[src/hw/rtl/urta_pkg.sv]
// shared widths, codes, character constants and digit helpers for the radix-to-ascii converter
package urta_pkg;

	localparam int unsigned ValueW   = 64;
	localparam int unsigned CharW    = 8;
	localparam int unsigned DigW     = 4;
	localparam int unsigned NumSlots = 22;
	localparam int unsigned DigRegW  = NumSlots * DigW;
	localparam int unsigned BcdDigits = 20;
	localparam int unsigned BcdW     = BcdDigits * DigW;
	localparam int unsigned OctPadW  = NumSlots * 3;
	localparam int unsigned CntW     = 5;
	localparam int unsigned IterW    = 7;
	localparam int unsigned PreW     = 2;

	// radix modes
	localparam logic [1:0] MODE_DEC    = 2'd0;
	localparam logic [1:0] MODE_OCT    = 2'd1;
	localparam logic [1:0] MODE_HEX_LO = 2'd2;
	localparam logic [1:0] MODE_HEX_UP = 2'd3;

	// size selector codes, the unused code acts as 32 bits
	localparam logic [1:0] SIZE_32 = 2'd0;
	localparam logic [1:0] SIZE_64 = 2'd1;
	localparam logic [1:0] SIZE_16 = 2'd2;

	localparam logic [IterW-1:0] ITER_16 = 7'd16;
	localparam logic [IterW-1:0] ITER_32 = 7'd32;
	localparam logic [IterW-1:0] ITER_64 = 7'd64;

	localparam logic [CntW-1:0] SLOT_COUNT = 5'(NumSlots);

	localparam logic [CharW-1:0] CHAR_ZERO = 8'h30;
	localparam logic [CharW-1:0] CHAR_A_LO = 8'h61;
	localparam logic [CharW-1:0] CHAR_A_UP = 8'h41;
	localparam logic [CharW-1:0] CHAR_X_LO = 8'h78;
	localparam logic [CharW-1:0] CHAR_X_UP = 8'h58;

	// one digit value to its ascii character
	function automatic logic [CharW-1:0] digit_char(input logic [DigW-1:0] d, input logic upper);
		logic [CharW-1:0] base;
		if (d < 4'd10) begin
			digit_char = CHAR_ZERO + {4'b0, d};
		end else begin
			base = upper ? CHAR_A_UP : CHAR_A_LO;
			digit_char = base + {4'b0, d} - 8'd10;
		end
	endfunction

	// add three to every bcd digit of five or more
	function automatic logic [BcdW-1:0] bcd_adjust(input logic [BcdW-1:0] bcd);
		logic [BcdW-1:0] r;
		r = bcd;
		for (int i = 0; i < BcdDigits; i++) begin
			if (bcd[i*DigW +: DigW] >= 4'd5) begin
				r[i*DigW +: DigW] = bcd[i*DigW +: DigW] + 4'd3;
			end
		end
		return r;
	endfunction

	// spread octal digits into four-bit slots
	function automatic logic [DigRegW-1:0] oct_slots(input logic [ValueW-1:0] v);
		logic [OctPadW-1:0] w;
		logic [DigRegW-1:0] r;
		w = {2'b0, v};
		for (int i = 0; i < NumSlots; i++) begin
			r[i*DigW +: DigW] = {1'b0, w[i*3 +: 3]};
		end
		return r;
	endfunction

endpackage

[src/hw/rtl/urta_if.sv]
// valid/ready channel interfaces for numbers in and characters out
interface urta_num_if;
	logic                         valid;
	logic                         ready;
	logic [urta_pkg::ValueW-1:0]  value;
	logic [1:0]                   mode;
	logic [1:0]                   size_sel;
	logic                         alt_form;

	modport source (output valid, value, mode, size_sel, alt_form, input ready);
	modport sink   (input valid, value, mode, size_sel, alt_form, output ready);
endinterface

interface urta_text_if;
	logic                         valid;
	logic                         ready;
	logic [urta_pkg::CharW-1:0]   char_out;
	logic                         last;

	modport source (output valid, char_out, last, input ready);
	modport sink   (input valid, char_out, last, output ready);
endinterface

[src/hw/rtl/unsigned_radix_to_ascii_top.sv]
// unsigned number to ascii text converter, decimal, octal and hex
//
//  channel | dir | payload                             | transfer
//  --------+-----+-------------------------------------+----------------------------
//  num     | in  | value, mode, size_sel, alt_form     | num.valid && num.ready
//  text    | out | char_out, last                      | text.valid && text.ready
//
// one number at a time: num.ready is high only while the sequencer is idle
// decimal runs one shift-and-add-3 step per cycle over the 16, 32 or 64 kept bits,
// octal and hex load their digits directly
// then leading zero digits are dropped (up to 21), keeping at least one digit,
// then one character per cycle unless text stalls: prefix, then digits
// text stalls hold the sequencer in the prefix or digit phase, the output register
// lets the next number be taken while the final character still waits
// arst_n clears the sequencer and the output valid flag
module unsigned_radix_to_ascii_top (
	input logic         clk,
	input logic         arst_n,
	urta_num_if.sink    num,
	urta_text_if.source text
);

	typedef enum logic [4:0] {
		ST_IDLE = 5'b00001,
		ST_CONV = 5'b00010,
		ST_SKIP = 5'b00100,
		ST_PRE  = 5'b01000,
		ST_EMIT = 5'b10000
	} state_t;

	state_t state_q;

	// digit slots, slot 21 is the most significant and sits on top
	logic [urta_pkg::DigRegW-1:0] dig_q;
	// binary bits still to shift into the bcd slots, msb first
	logic [urta_pkg::ValueW-1:0]  bin_q;
	logic [urta_pkg::IterW-1:0]   iter_q;
	logic [urta_pkg::CntW-1:0]    cnt_q;
	logic [urta_pkg::PreW-1:0]    pre_q;
	logic                         upper_q;
	logic                         hex_q;

	logic                         out_valid_q;
	logic [urta_pkg::CharW-1:0]   char_q;
	logic                         last_q;

	logic [urta_pkg::ValueW-1:0]  kept;
	logic [urta_pkg::ValueW-1:0]  bin_load;
	logic [urta_pkg::IterW-1:0]   iter_load;
	logic [urta_pkg::PreW-1:0]    pre_load;
	logic [urta_pkg::BcdW-1:0]    bcd_adj;
	logic [urta_pkg::DigW-1:0]    top_dig;
	logic                         out_free;

	assign num.ready  = (state_q == ST_IDLE);
	assign text.valid = out_valid_q;
	assign text.char_out = char_q;
	assign text.last  = last_q;

	assign out_free = !out_valid_q || text.ready;
	assign top_dig  = dig_q[urta_pkg::DigRegW-1 -: urta_pkg::DigW];
	assign bcd_adj  = urta_pkg::bcd_adjust(dig_q[urta_pkg::BcdW-1:0]);

	// cut to the selected size, and line the kept bits up at the msb for the bcd shift
	always_comb begin
		unique case (num.size_sel)
			urta_pkg::SIZE_64: begin
				kept      = num.value;
				bin_load  = num.value;
				iter_load = urta_pkg::ITER_64;
			end
			urta_pkg::SIZE_16: begin
				kept      = {48'b0, num.value[15:0]};
				bin_load  = {num.value[15:0], 48'b0};
				iter_load = urta_pkg::ITER_16;
			end
			default: begin
				kept      = {32'b0, num.value[31:0]};
				bin_load  = {num.value[31:0], 32'b0};
				iter_load = urta_pkg::ITER_32;
			end
		endcase
	end

	// prefix looks at the raw value, before the cut
	always_comb begin
		pre_load = '0;
		if (num.alt_form && (num.value != '0)) begin
			unique case (num.mode)
				urta_pkg::MODE_OCT:    pre_load = 2'd1;
				urta_pkg::MODE_HEX_LO: pre_load = 2'd2;
				urta_pkg::MODE_HEX_UP: pre_load = 2'd2;
				default:               pre_load = 2'd0;
			endcase
		end
	end

	// output register holds a character until its transfer, refilled in prefix and digit phases
	always_ff @(posedge clk or negedge arst_n) begin
		if (!arst_n) begin
			out_valid_q <= 1'b0;
		end else if (out_free) begin
			out_valid_q <= (state_q == ST_PRE) || (state_q == ST_EMIT);
		end
	end

	always_ff @(posedge clk or negedge arst_n) begin
		if (!arst_n) begin
			state_q     <= ST_IDLE;
			dig_q       <= '0;
			bin_q       <= '0;
			iter_q      <= '0;
			cnt_q       <= '0;
			pre_q       <= '0;
			upper_q     <= 1'b0;
			hex_q       <= 1'b0;
			char_q      <= '0;
			last_q      <= 1'b0;
		end else begin
			unique case (state_q)
				ST_IDLE: begin
					if (num.valid) begin
						upper_q <= (num.mode == urta_pkg::MODE_HEX_UP);
						hex_q   <= num.mode[1];
						pre_q   <= pre_load;
						cnt_q   <= urta_pkg::SLOT_COUNT;
						iter_q  <= iter_load;
						bin_q   <= bin_load;
						unique case (num.mode)
							urta_pkg::MODE_DEC: begin
								dig_q   <= '0;
								state_q <= ST_CONV;
							end
							urta_pkg::MODE_OCT: begin
								dig_q   <= urta_pkg::oct_slots(kept);
								state_q <= ST_SKIP;
							end
							default: begin
								dig_q   <= {24'b0, kept};
								state_q <= ST_SKIP;
							end
						endcase
					end
				end
				ST_CONV: begin
					// one double-dabble step
					dig_q[urta_pkg::BcdW-1:0] <= {bcd_adj[urta_pkg::BcdW-2:0],
						bin_q[urta_pkg::ValueW-1]};
					bin_q  <= {bin_q[urta_pkg::ValueW-2:0], 1'b0};
					iter_q <= iter_q - 7'd1;
					if (iter_q == 7'd1) begin
						state_q <= ST_SKIP;
					end
				end
				ST_SKIP: begin
					// drop leading zeros, keep at least one digit
					if ((top_dig == '0) && (cnt_q != 5'd1)) begin
						dig_q <= {dig_q[urta_pkg::DigRegW-urta_pkg::DigW-1:0], 4'b0};
						cnt_q <= cnt_q - 5'd1;
					end else if (pre_q != '0) begin
						state_q <= ST_PRE;
					end else begin
						state_q <= ST_EMIT;
					end
				end
				ST_PRE: begin
					if (out_free) begin
						last_q      <= 1'b0;
						if ((pre_q == 2'd1) && hex_q) begin
							char_q <= upper_q ? urta_pkg::CHAR_X_UP : urta_pkg::CHAR_X_LO;
						end else begin
							char_q <= urta_pkg::CHAR_ZERO;
						end
						pre_q <= pre_q - 2'd1;
						if (pre_q == 2'd1) begin
							state_q <= ST_EMIT;
						end
					end
				end
				ST_EMIT: begin
					if (out_free) begin
						char_q      <= urta_pkg::digit_char(top_dig, upper_q);
						last_q      <= (cnt_q == 5'd1);
						dig_q <= {dig_q[urta_pkg::DigRegW-urta_pkg::DigW-1:0], 4'b0};
						cnt_q <= cnt_q - 5'd1;
						if (cnt_q == 5'd1) begin
							state_q <= ST_IDLE;
						end
					end
				end
				default: begin
					state_q <= ST_IDLE;
				end
			endcase
		end
	end

endmodule

[src/flat_wrapper.sv]
// flat-port wrapper written by rule: the top's interface ports become plain ports
module unsigned_radix_to_ascii_top_flat 
  (clk, arst_n, num_valid, num_value, num_mode, num_size_sel, num_alt_form, num_ready, text_valid, text_char_out, text_last, text_ready);
  urta_num_if num_i ();
  urta_text_if text_i ();
  input logic clk;
  input logic arst_n;
  input wire logic [$bits(num_i.valid)-1:0] num_valid;
  input wire logic [$bits(num_i.value)-1:0] num_value;
  input wire logic [$bits(num_i.mode)-1:0] num_mode;
  input wire logic [$bits(num_i.size_sel)-1:0] num_size_sel;
  input wire logic [$bits(num_i.alt_form)-1:0] num_alt_form;
  output wire logic [$bits(num_i.ready)-1:0] num_ready;
  output wire logic [$bits(text_i.valid)-1:0] text_valid;
  output wire logic [$bits(text_i.char_out)-1:0] text_char_out;
  output wire logic [$bits(text_i.last)-1:0] text_last;
  input wire logic [$bits(text_i.ready)-1:0] text_ready;
  assign num_i.valid = num_valid;
  assign num_i.value = num_value;
  assign num_i.mode = num_mode;
  assign num_i.size_sel = num_size_sel;
  assign num_i.alt_form = num_alt_form;
  assign num_ready = num_i.ready;
  assign text_valid = text_i.valid;
  assign text_char_out = text_i.char_out;
  assign text_last = text_i.last;
  assign text_i.ready = text_ready;
  unsigned_radix_to_ascii_top u_core (.clk(clk), .arst_n(arst_n), .num(num_i), .text(text_i));
endmodule
[config.mk]
export PLATFORM = sky130hd
export DESIGN_NAME = unsigned_radix_to_ascii_top_flat
export DESIGN_NICKNAME = d
export VERILOG_FILES = /design/src/hw/rtl/urta_pkg.sv /design/src/hw/rtl/urta_if.sv /design/src/hw/rtl/unsigned_radix_to_ascii_top.sv /design/src/flat_wrapper.sv
export SDC_FILE = /design/constraint.sdc
export NUM_CORES = 1
export LEC_CHECK = 0
export CORE_ASPECT_RATIO = 0.8
export CORE_MARGIN = 1
export CORE_UTILIZATION = 30
export CTS_CLUSTER_SIZE = 30
export DETAILED_ROUTE_END_ITERATION = 10
export DONT_BUFFER_PORTS = 1
export PLACE_DENSITY = 0.48
export SKIP_LAST_GASP = 1
export SLEW_MARGIN = 0
export SYNTH_ARGS = -nofsm -noshare
export SYNTH_HDL_FRONTEND = slang
export SYNTH_SLANG_ARGS = --single-unit
[constraint.sdc]
create_clock -name clk -period 1.9 [get_ports clk]
set_input_delay 0.095 -clock clk [delete_from_list [all_inputs] [get_ports clk]]
set_output_delay 0.095 -clock clk [all_outputs]
set_load 0.02 [all_outputs]
==> key figures <==
Status
  • Status: finished with violations
  • Failing checks: negative hold slack, negative setup slack

Pwr
  • Power share of the clock group: 0.115
  • Switch Pwr: ~14 mW
  • Leak: 7.185 nW
  • Seq pwr share: 0.237
  • Worst vdd ir: 739.3 µV
  • Switching part of the total power: 0.4329
  • Comb pwr share: 0.648
  • Internal power: approximately 18 mW
  • P per Cell Area: 1825 nW/µm²

Clock network
  • Clock sinks: roughly 180
  • CTS tree: done
  • Clk Tree Root Cell: clkbuf_16
  • CTS buffer count: 17
  • H-tree levels: 4
  • Clock Latency Late Sink: 470 ps
  • CTS max path bufs: 2
  • Clk pin slew, worst setup/hold paths: 80 ps

Setup path
  • Required @ worst endpoint: 2250 ps
  • Slowest cell on the critical path: dfrtp_2
  • Delay-heaviest family, CP: buffers and inverters
  • Most Frequent Cell on Critical Path: buf_6
  • Worst Path Arrival: 2430 ps
  • WP buf/inv: 6
  • Reg2Reg Depth: 10
  • Critical path startpoint category: flop
  • Crit path kind: flop to flop
  • CP peak stage delay: 490 ps
  • Cell breakdown of the critical path: buf_6, nor3_4, buf_4, buf_6, nand3_4, buf_12, buf_6, clkbuf_16, nand2_2, a31oi_1
  • Max FO, Critical Path: 6
  • Critical path capture point type: flop
  • WP depth: 10

Synthesis
  • Syn Inst Count: about 1400
  • Yosys top cell area share: 0.3830
  • Synth area leaders: dfrtp_1 38%, ha_1 5.3%, nand2_1 5.0%, nor2_1 4.7%, a21oi_1 4.2%
  • Avg Cell Area, Syn: 8.576 µm²
  • Cell taking the most area after synthesis: dfrtp_1
  • Library cells used by synthesis: 72
  • Seq/Total Area, Yosys: 0.3852
  • Top FF cell, synth: dfrtp_1
  • Yosys reg bits: 182
  • Syn nets: 1502
  • Asr flop ratio synth: 1.000
  • Yosys warnings: 0
  • Mapped Area: 11830 µm²
  • EDFF count, synth: 0

Global route
  • GRT Resource Usage Total: 0.2526
  • Initial antenna violation count: 3
  • First-pass GRT wire length: 76200 µm
  • Global route total overflow: 0
  • Largest net degree at the start of global routing: 183
  • Number of global-route vias before repair: 11500

Detailed routing
  • Routed Wire Length: 52920 µm
  • Vias/cell: between 5 and 6
  • DRC violations left: 0
  • 1st-pass router iterations: 7
  • Detailed router's first-iteration violation count: 1416
  • Antenna Nets Post-Route: 0
  • Vias: 12390
  • Routed wire per std cell: 24.91 µm

Floorplan
  • Row count: 64
  • Die Span X: 224.0 µm
  • Core Area: 38520 µm²
  • Io pins: between 80 and 90
  • Die ar.: 40220 µm²
  • Starting Density: 0.3070
  • Die height: 179.6 µm

STA
  • Worst hold slack: -675.2 ps
  • Final hold viol count: 183
  • Slew HR: 0.2810
  • Setup violators final: 160
  • Worst-margin pin slew: 1075 ps
  • Setup Skew: 15.28 ps
  • Setup ws final: -185.2 ps
  • Fmax: 0.4796 GHz
  • Crit path time final: 2085 ps
  • Final slew viol count: 0
  • RSZ-0062 raised after global routing: yes
  • Final worst path period share: 1.097

Final layout
  • Area of the multi-input gates: between 7000 and 8000 µm²
  • Register area: 4559 µm²
  • Antenna Cells: 0
  • Fin cells: 2124
  • Layout cells sized above 1: 0.3033
  • Area Overhead vs Synth: 45.70%
  • Nets: 1706
  • FILL cells: 3730

Placed design
  • Setup WS pre-CTS: -250.9 ps
  • Final HPWL DP: ~30000 µm
  • Placed cells: between 1500 and 2000
  • Port bufs: 0
  • GP Congestion: around 0.89

Flow run
  • # Max-Cap Violations: 0

Worst hold path
  • Hold Path Class: input pin to async pin
==> cell usage in the layout (no fill, tap or decap), types with 26 or more instances in the layout <==
cell           Yosys  layout
dfrtp_1          181     178
buf_4             14     121
nor2_1           149     116
nand2_1          159      96
a21oi_1           99      83
dlygate4sd3_1      0      73
inv_1             53      51
o21ai_0           80      48
ha_1              50      47
a22oi_1           49      41
a31oi_1           44      38
nand2_2            0      37
nand3_1           38      37
a22o_1            34      34
nand2b_1          32      31
buf_6              3      30
buf_12             0      30
clkbuf_16          0      28
nor2_4             0      26
==> cell usage after synthesis (5+ instances only) <==
cell and number:
nand2_1 159, nand2b_1 32, clkbuf_1 56, o22ai_1 5
buf_2 28, nor4_1 17, nand4_1 8, inv_1 53
a22o_1 34, xor2_1 6, o21ai_0 80, o2bb2ai_1 7
a2bb2oi_1 6, xnor2_1 22, a221o_1 15, a21oi_1 99
or3_1 7, a22oi_1 49, mux2_2 6, a31oi_1 44
ha_1 50, nor2_1 149, mux2i_1 19, a221oi_1 48
o31ai_1 7, dfrtp_1 181, nor3_1 20, a222oi_1 20
a32oi_1 13, buf_4 14, nor2b_1 5, o21ai_1 10
nand3_1 38
==> path summary, 6_finish.rpt <==
path	start	to	slack, ps
max	u_core.state_q[4]$_DFFE_PN0P_	u_core.bin_q[2]$_DFFE_PN0P_	-190
min	arst_n	u_core.dig_q[53]$_DFFE_PN0P_	-680
max reg2reg	u_core.state_q[4]$_DFFE_PN0P_	u_core.bin_q[2]$_DFFE_PN0P_	-190
min reg2reg	u_core.dig_q[80]$_DFFE_PN0P_	u_core.dig_q[80]$_DFFE_PN0P_	490
max in group asynchronous	arst_n	u_core.bin_q[7]$_DFFE_PN0P_	2260
min in group clk	num_value[8]	u_core.dig_q[10]$_DFFE_PN0P_	0
==> timing repair <==
action | 4_1_cts | 5_1_grt
setup buffers | 23 | 30
endpoints found under the hold margin | 318 | 183
gates cloned | 12 | 14
setup endpoints to repair | 139 | 171
resized for setup | 155 | 251
hold buffers | 71 | 2
pin swaps | 30 | 119
==> power by group through the flow <==
stage,registers [mW],clock network (mW),logic (mW)
after floorplan,6.66,0,8.75
after global placement,7.17,0,12.6
after detailed placement,7.18,0,12.8
after CTS,7.19,3.67,17.0
after global routing,7.65,3.80,21.8
final,7.44,3.61,20.4
==> state kept, by name, indices dropped and copies added, names as in the netlist <==
register,count
u_core.text.valid,1
u_core.hex_q,1
u_core.text.char_out,7
u_core.iter_q,7
u_core.pre_q,2
u_core.bin_q,64
u_core.cnt_q,5
u_core.text.last,1
u_core.upper_q,1
u_core.state_q,5
u_core.dig_q,88
==> cell type report <==
type / count / share of cell area
well taps: 528 / 0.03834
clock inverters: 12 / 0.006971
clock buffers: 20 / 0.02534
inverters: 54 / 0.01191
multi-input cells: 1038 / 0.4572
flip-flops and latches: 182 / 0.2646
repair buffers: 290 / 0.1956
==> cells by family after synthesis <==
| logic type | share of synthesized area |
|---|---|
| buffers and inverters | 0.05977 |
| other | 0.0003171 |
| adders and majority gates | 0.05290 |
| DFF | 0.3852 |
| muxes | 0.02179 |
| AOI/OAI and AO/OA | 0.2729 |
| and+or+nand+nor | 0.1864 |
| xor gates and xnor gates | 0.02074 |
==> metrics by stage <==
stage                 util  power, mW  setup TNS [ps]  area (µm²)  hold slack, ps
detailed placement  0.3468      19.99          -16630       13360          -179.4
floorplan                -      15.40          -20.05       11840          -200.6
CTS                 0.4054      27.90           -8091       15620          -684.1
global placement    0.3468      19.76           -9892       13360          -179.1
finish              0.4474      31.44          -15670       17230          -675.2
global route        0.4474      33.25          -27590       17230          -691.1
==> metal layers <==
layer / track usage / share of wire
met5: 0 / 0.00043
met4: 0.08219 / 0.031
met3: 0.06734 / 0.087
met2: 0.3686 / 0.44
met1: 0.3592 / 0.44
Note: power is estimated with default switching activity, not from simulation.
